--- config.mk ---
export PLATFORM = sky130hd
export DESIGN_NAME = led_chaser_pattern_generator
export DESIGN_NICKNAME = d
export VERILOG_FILES = /design/src/sv/lcp_pkg.sv /design/src/sv/lcp_pattern.sv /design/src/sv/lcp_speed.sv /design/src/sv/led_chaser_pattern_generator.sv
export SDC_FILE = /design/constraint.sdc
export NUM_CORES = 1
export LEC_CHECK = 0
export BUFFER_PORTS_ARGS = -buffer_cell sky130_fd_sc_hd__buf_2
export CELL_PAD_IN_SITES_DETAIL_PLACEMENT = 1
export CELL_PAD_IN_SITES_GLOBAL_PLACEMENT = 2
export CORE_UTILIZATION = 35
export DETAILED_ROUTE_END_ITERATION = 7
export PLACE_DENSITY_LB_ADDON = 0.12
export SYNTH_ARGS = -nofsm -noshare
export SYNTH_HDL_FRONTEND = slang
export SYNTH_HIERARCHICAL = 1
export SYNTH_SLANG_ARGS = --single-unit
--- constraint.sdc ---
create_clock -name clock -period 8.3 [get_ports clock]
set_clock_uncertainty 0.15 [all_clocks]
set_input_delay 0.415 -clock clock [delete_from_list [all_inputs] [get_ports clock]]
set_output_delay 0.415 -clock clock [all_outputs]
set_load 0.01 [all_outputs]
--- src/sv/lcp_pkg.sv ---
package lcp_pkg;

   localparam int CSR_INDEX_WIDTH = 4;

   localparam logic [CSR_INDEX_WIDTH-1:0] CSR_DEFAULT_PERIOD = 4'd0;
   localparam logic [CSR_INDEX_WIDTH-1:0] CSR_PERIOD_LIMIT   = 4'd1;

   localparam logic [7:0] DEFAULT_PERIOD_RESET = 8'd20;
   localparam logic [7:0] PERIOD_LIMIT_RESET   = 8'd200;

   localparam int MODE_FILL_BIT     = 0;
   localparam int MODE_FORWARD_BIT  = 1;
   localparam int MODE_BACKWARD_BIT = 2;
   localparam int MODE_MIRROR_BIT   = 3;
   localparam int MODE_OPPOSED_BIT  = 4;

   localparam logic [4:0] MODE_RESET = 5'd1;

   localparam int SPEED_SLOWER_BIT  = 0;
   localparam int SPEED_FASTER_BIT  = 1;
   localparam int SPEED_RESTORE_BIT = 2;

   typedef struct packed {
      logic [31:0] wide;
      logic        dir;
      logic [7:0]  first_row;
      logic [7:0]  second_row;
   } pat_state_type;

endpackage

--- src/sv/lcp_pattern.sv ---
module lcp_pattern #(
   parameter int LEDS_PER_ROW = 5
) (
   input  lcp_pkg::pat_state_type pat_cur,
   input  logic [4:0]             mode,
   output lcp_pkg::pat_state_type pat_next
);
   import lcp_pkg::*;

   localparam logic [31:0] ROW_MASK = 32'((64'd1 << LEDS_PER_ROW) - 64'd1);
   localparam logic [31:0] DBL_MASK = 32'((64'd1 << (2 * LEDS_PER_ROW)) - 64'd1);
   localparam logic [7:0]  ROW_MASK8 = ROW_MASK[7:0];
   localparam logic [7:0]  ROW_TOP = 8'(32'd1 << (LEDS_PER_ROW - 1));

   logic [31:0] fill_up;
   logic [31:0] shl;
   logic [31:0] shr;
   logic [7:0]  first_up;
   logic [7:0]  first_dn;
   logic [7:0]  second_up;
   logic [7:0]  second_dn;

   assign fill_up   = {pat_cur.wide[30:0], 1'b1};
   assign shl       = {pat_cur.wide[30:0], 1'b0};
   assign shr       = {1'b0, pat_cur.wide[31:1]};
   assign first_up  = {pat_cur.first_row[6:0], 1'b0};
   assign first_dn  = {1'b0, pat_cur.first_row[7:1]};
   assign second_up = {pat_cur.second_row[6:0], 1'b0};
   assign second_dn = {1'b0, pat_cur.second_row[7:1]};

   always_comb begin
      pat_next = pat_cur;
      if (mode[MODE_FILL_BIT]) begin
         if (pat_cur.dir) begin
            if ((pat_cur.wide & DBL_MASK) == '0) begin
               pat_next.wide = 32'd1;
            end else begin
               pat_next.wide = fill_up;
               if (fill_up >= DBL_MASK) begin
                  pat_next.dir = 1'b0;
               end
            end
         end else begin
            pat_next.wide = shl;
            if ((shl & DBL_MASK) == '0) begin
               pat_next.dir = 1'b1;
            end
         end
      end else if (mode[MODE_FORWARD_BIT]) begin
         if (shl > DBL_MASK || shl == '0) begin
            pat_next.wide = 32'd1;
         end else begin
            pat_next.wide = shl;
         end
      end else if (mode[MODE_BACKWARD_BIT]) begin
         if (shr > DBL_MASK || shr == '0) begin
            pat_next.wide = DBL_MASK + 32'd1;
         end else begin
            pat_next.wide = shr;
         end
      end else if (mode[MODE_MIRROR_BIT]) begin
         if (pat_cur.first_row == '0) begin
            pat_next.first_row = 8'd1;
            pat_next.dir       = 1'b1;
         end else if (pat_cur.dir) begin
            pat_next.first_row = first_up;
            if (first_up >= ROW_TOP) begin
               pat_next.dir = 1'b0;
            end
         end else begin
            pat_next.first_row = first_dn;
            if (first_dn <= 8'd1) begin
               pat_next.dir = 1'b1;
            end
         end
         pat_next.second_row = pat_next.first_row;
      end else if (mode[MODE_OPPOSED_BIT]) begin
         if (pat_cur.first_row == '0 || pat_cur.second_row == '0 ||
             (pat_cur.second_row & ~ROW_MASK8) != '0) begin
            pat_next.first_row  = 8'd1;
            pat_next.second_row = ROW_TOP;
            pat_next.dir        = 1'b1;
         end else if (pat_cur.dir) begin
            pat_next.first_row  = first_up;
            pat_next.second_row = second_dn;
            if (first_up >= ROW_TOP) begin
               pat_next.dir = 1'b0;
            end
         end else begin
            pat_next.first_row  = first_dn;
            pat_next.second_row = second_up;
            if (first_dn <= 8'd1) begin
               pat_next.dir = 1'b1;
            end
         end
      end
      if (mode[MODE_FILL_BIT] || mode[MODE_FORWARD_BIT] || mode[MODE_BACKWARD_BIT]) begin
         pat_next.first_row  = 8'(pat_next.wide & ROW_MASK);
         pat_next.second_row = 8'((pat_next.wide >> LEDS_PER_ROW) & ROW_MASK);
      end
   end

endmodule

--- src/sv/lcp_speed.sv ---
module lcp_speed (
   input  logic [7:0] speed,
   input  logic [7:0] latch_cur,
   input  logic [7:0] period_cur,
   input  logic [7:0] period_limit,
   input  logic [7:0] default_period,
   output logic [7:0] latch_next,
   output logic [7:0] period_next
);
   import lcp_pkg::*;

   always_comb begin
      latch_next  = latch_cur;
      period_next = period_cur;
      if (latch_cur == '0) begin
         if (speed[SPEED_SLOWER_BIT]) begin
            if (period_cur < period_limit) begin
               period_next = period_cur + 8'd1;
            end
            latch_next = speed;
         end else if (speed[SPEED_FASTER_BIT]) begin
            if (period_cur > 8'd1) begin
               period_next = period_cur - 8'd1;
            end
            latch_next = speed;
         end else if (speed[SPEED_RESTORE_BIT]) begin
            period_next = default_period;
            latch_next  = speed;
         end
      end else if (speed == '0) begin
         latch_next = '0;
      end
   end

endmodule

--- src/sv/led_chaser_pattern_generator.sv ---
// LED chaser pattern generator, Knight Rider style.
// req_ channel: one transfer per sync tick, carrying the speed button byte
// and two mode button bytes. rsp_ channel: one transfer per tick with both
// LED row bytes and a flag that is set when the pattern advanced on that tick.
// csr_ channel: register writes (index 0 default period, index 1 period
// limit); always ready, writes to other indexes are dropped. Write only
// while no tick is in flight.
// A tick accepted into the input register is processed into the result
// register and offered from there. Throughput: one tick per cycle while
// rsp_stall is low; the pattern, countdown and speed state are all
// computed combinationally between the input and result registers.
// Reset (synchronous, active high): empties both registers, pattern dark,
// fill-up mode, period 20, limit 200, countdown zero so the first tick steps.
// rsp_stall holds the result register; req_stall follows it in the same
// cycle while the input register holds a tick, so an empty input register
// takes at most one further tick before req_stall rises until the result
// is taken.
module led_chaser_pattern_generator #(
   parameter int LEDS_PER_ROW = 5
) (
   input  logic                                clock,
   input  logic                                reset,
   input  logic                                req_valid,
   output logic                                req_stall,
   input  logic [7:0]                          req_speed_buttons,
   input  logic [7:0]                          req_mode_buttons_a,
   input  logic [7:0]                          req_mode_buttons_b,
   output logic                                rsp_valid,
   input  logic                                rsp_stall,
   output logic [7:0]                          rsp_row_one,
   output logic [7:0]                          rsp_row_two,
   output logic                                rsp_stepped,
   input  logic                                csr_valid,
   output logic                                csr_ready,
   input  logic [lcp_pkg::CSR_INDEX_WIDTH-1:0] csr_index,
   input  logic [7:0]                          csr_wdata
);
   import lcp_pkg::*;

   logic          in_valid_ff;
   logic [7:0]    in_speed_ff;
   logic [7:0]    in_mode_a_ff;
   logic [7:0]    in_mode_b_ff;
   logic          rsp_valid_ff;
   logic [7:0]    row_one_ff;
   logic [7:0]    row_two_ff;
   logic          stepped_ff;
   pat_state_type pat_ff;
   pat_state_type pat_in;
   pat_state_type pat_step;
   logic [4:0]    mode_ff;
   logic [4:0]    mode_in;
   logic [4:0]    sel;
   logic [7:0]    countdown_ff;
   logic [7:0]    countdown_in;
   logic [7:0]    period_ff;
   logic [7:0]    period_in;
   logic [7:0]    latch_ff;
   logic [7:0]    latch_in;
   logic [7:0]    default_period_ff;
   logic [7:0]    period_limit_ff;
   logic          move;
   logic          fire;
   logic          step_now;

   assign move      = !rsp_valid_ff || !rsp_stall;
   assign fire      = in_valid_ff && move;
   assign req_stall = in_valid_ff && !move;
   assign csr_ready = 1'b1;

   assign rsp_valid   = rsp_valid_ff;
   assign rsp_row_one = row_one_ff;
   assign rsp_row_two = row_two_ff;
   assign rsp_stepped = stepped_ff;

   assign sel      = in_mode_a_ff[4:0] | in_mode_b_ff[4:0];
   assign mode_in  = (sel != '0) ? sel : mode_ff;
   assign step_now = countdown_ff <= 8'd1;

   lcp_pattern #(
      .LEDS_PER_ROW(LEDS_PER_ROW)
   ) u_pattern (
      .pat_cur (pat_ff),
      .mode    (mode_in),
      .pat_next(pat_step)
   );

   lcp_speed u_speed (
      .speed         (in_speed_ff),
      .latch_cur     (latch_ff),
      .period_cur    (period_ff),
      .period_limit  (period_limit_ff),
      .default_period(default_period_ff),
      .latch_next    (latch_in),
      .period_next   (period_in)
   );

   assign pat_in       = step_now ? pat_step : pat_ff;
   assign countdown_in = step_now ? period_ff : countdown_ff - 8'd1;

   always_ff @(posedge clock) begin
      if (reset) begin
         in_valid_ff <= 1'b0;
      end else if (!req_stall) begin
         in_valid_ff <= req_valid;
      end
   end

   always_ff @(posedge clock) begin
      if (req_valid && !req_stall) begin
         in_speed_ff  <= req_speed_buttons;
         in_mode_a_ff <= req_mode_buttons_a;
         in_mode_b_ff <= req_mode_buttons_b;
      end
   end

   always_ff @(posedge clock) begin
      if (reset) begin
         rsp_valid_ff <= 1'b0;
      end else if (move) begin
         rsp_valid_ff <= in_valid_ff;
      end
   end

   always_ff @(posedge clock) begin
      if (fire) begin
         row_one_ff <= pat_in.first_row;
         row_two_ff <= pat_in.second_row;
         stepped_ff <= step_now;
      end
   end

   always_ff @(posedge clock) begin
      if (reset) begin
         pat_ff       <= '0;
         mode_ff      <= MODE_RESET;
         countdown_ff <= '0;
         period_ff    <= DEFAULT_PERIOD_RESET;
         latch_ff     <= '0;
      end else if (fire) begin
         pat_ff       <= pat_in;
         mode_ff      <= mode_in;
         countdown_ff <= countdown_in;
         period_ff    <= period_in;
         latch_ff     <= latch_in;
      end
   end

   always_ff @(posedge clock) begin
      if (reset) begin
         default_period_ff <= DEFAULT_PERIOD_RESET;
         period_limit_ff   <= PERIOD_LIMIT_RESET;
      end else if (csr_valid && csr_ready) begin
         case (csr_index)
            CSR_DEFAULT_PERIOD: default_period_ff <= csr_wdata;
            CSR_PERIOD_LIMIT:   period_limit_ff   <= csr_wdata;
            default: ;
         endcase
      end
   end

   a_reset_empties: assert property (@(posedge clock) reset |=> !rsp_valid_ff)
      else $error("result register not empty after reset");

   a_mode_nonzero: assert property (@(posedge clock) disable iff (reset) mode_ff != '0)
      else $error("mode register cleared");

   a_reload: assert property (@(posedge clock) disable iff (reset)
      (fire && step_now) |=> countdown_ff == $past(period_ff))
      else $error("countdown not reloaded from period on a step");

   a_stepped_flag: assert property (@(posedge clock) disable iff (reset)
      fire |=> stepped_ff == $past(step_now))
      else $error("stepped flag does not match countdown");

endmodule
==> results of run 1 <==
per-layer routing:
layer,GRT usage [%],vias to the layer above,routed length (um)
met4,5.42,0,210
li1,-,3281,-
met1,26.7,3324,10100
met5,0,-,0
met2,34.5,113,10200
met3,4.03,18,800
cells in the mapped netlist (4+ instances only):
master / number
nor4_1: 9
mux2i_1: 16
a21oi_1: 98
a22o_1: 25
mux2_2: 10
nor2_1: 56
a32oi_1: 4
and3_1: 6
buf_6: 7
and2_1: 5
or3_1: 5
dfxtp_1: 96
a211oi_1: 5
a22oi_1: 11
nand3b_1: 4
nand2b_1: 10
buf_2: 15
a211o_1: 12
inv_1: 30
ha_1: 12
o21ai_1: 6
nand4_1: 7
edfxtp_1: 35
or4_1: 7
a221oi_1: 9
nand3_1: 16
nand2_1: 223
a31oi_1: 14
nor3_1: 15
clkbuf_1: 33
a21o_1: 4
o21ai_0: 18
registers in the layout, indices dropped and copies added, names as in the netlist:
signal	count
rsp_stepped	1
in_speed_ff	8
period_limit_ff	8
rsp_row_two	8
in_mode_b_ff	5
rsp_row_one	8
rsp_valid	1
period_ff	8
default_period_ff	8
mode_ff	5
in_mode_a_ff	5
in_valid_ff	1
latch_ff	8
pat_ff	49
countdown_ff	8
logic make-up (layout without fill, tap and decap cells):
kind of cell	after synthesis	in the layout	share of synthesized area, %
and+or+nand+nor	388	388	25.1
AOI/OAI and AO/OA	245	245	22.5
DFF	131	131	40.7
buffers and inverters	91	133	5.80
muxes	26	26	3.73
adders and majority gates	12	12	2.05
other	1	1	0.0513
xor gates and xnor gates	1	1	0.120
power breakdown:
part           switching, mW  total, mW  internal (mW)
combinational          0.247      0.350          0.103
sequential            0.0371      0.723          0.686
clock                  0.305      0.780          0.475
total                  0.590       1.85           1.26
area by class of cell:
| class | instances | area, um^2 | area share [%] |
|---|---|---|---|
| Sequential cell | 131 | 2970 | 35.5 |
| Clock inverter | 15 | 181 | 2.17 |
| Tap cell | 270 | 338 | 4.04 |
| Timing Repair Buffer | 69 | 405 | 4.85 |
| Multi-Input combinational cell | 673 | 3920 | 46.9 |
| Inverter | 32 | 120 | 1.44 |
| Clock buffer | 17 | 425 | 5.09 |
through the flow:
step | cells | util (%)
global placement | 1167 | 37.7
finish | 1207 | 41.1
CTS | 1205 | 41.0
global route | 1207 | 41.1
floorplan | 895 | -
detailed placement | 1167 | 37.7
how the worst min path moves through the flow:
stage	from	end	cells after the start
global route	req_mode_buttons_a[0]	in_mode_a_ff[0]	1
global placement	mode_ff[3]	mode_ff[3]	2
floorplan	pat_ff[16]	pat_ff[16]	2
CTS	req_mode_buttons_b[2]	in_mode_b_ff[2]	1
detailed placement	mode_ff[0]	mode_ff[0]	1
finish	req_mode_buttons_b[2]	in_mode_b_ff[2]	1
critical path, delay by kind of cell (launching register included):
family	cells	cell delay, ns
AOI/OAI and AO/OA	3	1.10
buffers and inverters	1	0.08
DFF	1	0.40
and+or+nand+nor	7	1.90
repair_timing:
item | 4_1_cts | 5_1_grt
hold endpoints to repair | 6 | 2
setup buffers | 0 | 0
hold buffers | 6 | 2
==> flow_summary.toml, run 1 <==
[status]
status = "finished clean"

[floorplanning]
num_rows = 52
core_area_um2 = 20400
start_util_pct = 35.9
pin_count = 61
fp.dieW_um = 147
die_area_um2 = 21500
die_y_um = 147

[global_route]
grt_max_degree = 73
antenna_found_initial = 0
overflow = 0
grt.total_usage_pct = 20.5
grt_pass1_vias = 6829
grt_pass1_wl_um = 35500

[clocking]
cts_resized = 0
cts_tree = "yes"
cts_max_path_buffers = 2
cts-root-buf = "clkbuf_16"
clkSlewWorstSetupHoldPaths_ns = 0.06
numCtsBuffers = 17
insertion_delay_ns = 0.42
clock_sinks = 131
cts_max_level = 4

[critical_path]
crit_required_ns = 8.32
crit_type = "flop to flop"
crit_start = "in_mode_b_ff[1]"
reg2reg_to = "rsp_row_one[0]"
cp_max_fo = 8
critPathMaxStageDelay_ns = 0.55
endpoint = "rsp_row_one[0]"
ff2ff_setup_slack_ns = 4.42
start_kind = "flop"
crit_chain = "nor4_1, nand2_1, nor3_1, a211o_1, inv_2, or4_1, o21ai_1, a21oi_1, or2_1, nand2_1, nand2_1"
reg2reg_from = "in_mode_b_ff[1]"
endpoint_kind = "flop"
crit_top_cell = "nand2_1"
cp.arrival_ns = 3.91
reg2regPathDepth = 11
slowest_stage = "o21ai_1"

[run]
cap_violations = 0

[yosys]
yosysTopAreaCellShare_pct = 26.3
synth_seq_cells = 131
synth_area_um2 = 7310
ys_types = 77
ys.flop_type = "dfxtp_1"
async_flop_share_pct = 0
netlist_instances = 895
synth_area_leaders = "dfxtp_1 26%, edfxtp_1 14%, nand2_1 11%"
yosys_warnings = 6
synth_top_area_cell = "dfxtp_1"
ys_seq_area_share_pct = 40.7
synth_edf_count = 35
syn-num-nets = 948
syn_avg_cell_area_um2 = 8.17

[final_layout]
synthToLayoutAreaGrowth_pct = 14.4
layout-drive-gt1-share_pct = 13.6
final_cell_area_um2 = 8360
final_cell_mix = "223 x nand2_1, 98 x a21oi_1, 96 x dfxtp_1, 56 x nor2_1, 53 x buf_2"
layout_commonest_cell = "nand2_1"
diodes = 0
fill_cells = 2464
fin_nets = 977

[sta]
hold_violations = 0
clock.fmax_ghz = 0.258
rsz0062_at_grt = "no"
layout_min_cycle_time_ns = 3.88
maxSlewViolCount = 0
worstMarginPinSlew_ns = 0.883
tns_ns = 0
period_share_pct = 46.8
finalWorstSetupSlack_ns = 4.42
setup_viol = 0
hold_slack_ns = 0.0159
slew_headroom_pct = 40.9

[placement]
io_buffers = 53
pre_cts_slack_ns = 4.47
hpwl_um = 14600
place_congestion = 0.819
place_area_um2 = 7680

[drt]
drt_first_iter_violations = 328
wl_per_cell_um = 17.6
postRouteAntennaNets = 0
dr_total_vias = 6736
drc = 0
first_pass_iters = 4
wirelength_um = 21300
via_per_inst = 5.58

[power_and_ir_drop]
power_mw = 1.85
power_per_cell_area_nw_per_um2 = 222
peakVddDrop_mv = 0.135
power_leakage_nw = 3.19

[worst_hold_path]
hp-class = "primary input to flop"
No activity file was read; power rests on OpenSTA's default activity.
==> run 2: changes to the inputs <==
ABC_AREA = 1   (was not set)
CORE_UTILIZATION = 34   (was 35)
clock period = 3.6 ns   (was 8.3 ns; I/O delays follow)
==> flow_summary.toml, run 2 <==
[status]
status = "finished clean"

[critical_path]
slowest_stage = "o21bai_1"
crit_family = "simple AND/OR/NAND/NOR gates"
cp_max_fo = 8
critPathMaxStageDelay_ns = 0.45
cp.arrival_ns = 3.30
reg2reg_from = "in_mode_b_ff[1]"
crit_type = "flop to flop"
crit_required_ns = 3.79
crit_start = "in_mode_b_ff[1]"
crit_top_cell = "nand2_1"
crit_chain = "or2_2, nor2_1, nand2_1, o21bai_1, inv_1, nor2_1, nand3_1, nor3_1, a211oi_1, a21oi_2, nand2_1, nand2_1, nand2_1, a21oi_1"
start_kind = "flop"
crit_buf_inv = 1
endpoint_kind = "flop"

[floorplanning]
die_y_um = 157
pin_count = 61
die_area_um2 = 24700
num_rows = 56
core_area_um2 = 23500
fp.dieW_um = 157
start_util_pct = 34.7

[drt]
via_per_inst = 4.92
first_pass_iters = 4
postRouteAntennaNets = 0
wl_per_cell_um = 15.4
dr_total_vias = 7964
drc = 0
drt_first_iter_violations = 299
wirelength_um = 25000

[final_layout]
layout_commonest_cell = "nand2_1"
synthToLayoutAreaGrowth_pct = 14.9
top_register = "pat_ff"
fill_cells = 3084
largest_register_ffs = 49
layout-drive-gt1-share_pct = 12.1
diodes = 0
final_cell_mix = "301 x nand2_1, 178 x nor2_1, 143 x inv_1, 96 x dfxtp_1, 88 x nand3_1"
fin_nets = 1341

[global_route]
grt_max_degree = 58
grt.total_usage_pct = 21.4
grt_pass1_vias = 8102
overflow = 0
grt_pass1_wl_um = 41700
antenna_found_initial = 0

[worst_hold_path]
hp-class = "primary input to flop"
hp-start = "reset"

[yosys]
synth_top_area_cell = "dfxtp_1"
synth_common_cells = "301 x nand2_1, 178 x nor2_1, 143 x inv_1"
yosysMostFrequentCell = "nand2_1"
synth_edf_count = 35
ys.flop_type = "dfxtp_1"
synth_area_leaders = "dfxtp_1 23%, nand2_1 14%, edfxtp_1 13%"
netlist_instances = 1234
ys_seq_area_share_pct = 36.3
syn-num-nets = 1287
synth_area_um2 = 8180
syn_avg_cell_area_um2 = 6.63
async_flop_share_pct = 0
synth_seq_cells = 131
ys_types = 46
yosys_warnings = 6
yosysTopAreaCellShare_pct = 23.5

[sta]
layout_min_cycle_time_ns = 3.11
slew_headroom_pct = 49.6
finalWorstSetupSlack_ns = 0.491
tns_ns = 0
period_share_pct = 86.4
setup_viol = 0
rsz0062_at_grt = "no"
clock.fmax_ghz = 0.322
worstMarginPinSlew_ns = 0.754
hold_violations = 0
maxSlewViolCount = 0

[clocking]
cts_tree = "yes"
cts_max_level = 4
insertion_delay_ns = 0.42
cts_resized = 0
cts_max_path_buffers = 2
clock_sinks = 131
numCtsBuffers = 17
clkSlewWorstSetupHoldPaths_ns = 0.07
cts-root-buf = "clkbuf_16"

[placement]
place_congestion = 0.785
hpwl_um = 17100
io_buffers = 53
pre_cts_slack_ns = 0.570

[run]
cap_violations = 0

[power_and_ir_drop]
peakVddDrop_mv = 0.247
power_leakage_nw = 4.29
power_per_cell_area_nw_per_um2 = 493
[run 2: path summary, 6_finish.rpt]
check	endpoint	slack, ns	cells past startpoint
max	pat_ff[2]	0.49	14
min	rsp_valid	0.19	3
max reg2reg	pat_ff[2]	0.49	14
min reg2reg	default_period_ff[6]	0.32	2
[run 2: through the flow]
stage	instances	cell area (um^2)	hold slack, ns	util (%)	power, mW
4_1_cts	1620	9400	0.175	39.9	4.71
5_1_grt	1620	9400	0.213	39.9	4.96
3_5_place_dp	1560	8590	0.208	36.5	3.08
2_1_floorplan	1234	8180	0.129	-	2.77
3_3_place_gp	1560	8590	0.209	36.5	3.06
6_report	1620	9400	0.189	39.9	4.64
[run 2: repair_timing]
| action | in CTS | in global routing |
|---|---|---|
| hold endpoints to repair | 36 | 0 |
| buffers inserted | 0 | 0 |
| hold buffers | 28 | 0 |
[run 2: area by class of cell]
| type | count | area, um^2 | area share, % |
|---|---|---|---|
| multi-input cells | 892 | 4290 | 45.6 |
| flip-flops and latches | 131 | 2970 | 31.6 |
| repair buffers | 94 | 643 | 6.84 |
| inverters | 152 | 571 | 6.07 |
| clock buffers | 19 | 433 | 4.61 |
| well taps | 319 | 399 | 4.25 |
| clock inverters | 13 | 91.3 | 0.972 |
[run 2: worst min-delay path, stage by stage]
cell	delay (ns)
buf_2	0.11
buf_4	0.28
a21oi_1	0.16
[run 2: cell families (layout without fill, tap and decap cells)]
group	count (synthesis)	after routing	share of synthesized area [%]
flops	131	131	36.3
compound gates	238	238	16.6
fa+ha+maj	12	12	1.84
xor+xnor	9	9	0.964
other cells	1	1	0.0458
buf+inv	211	278	11.2
simple gates	632	632	33.0
[run 2: report_power, final]
group          switching [mW]  leakage (nW)  internal, mW
Clock                   0.701         0.241         0.876
Combinational           0.866          2.93         0.411
Sequential              0.140          1.12          1.64
Total                    1.71          4.29          2.93
[run 2: routing by layer]
layer,GRT usage [%],routed length (um)
met1,28.4,12700
met2,36.7,11500
met3,2.56,539
met4,5.55,158
met5,0,0
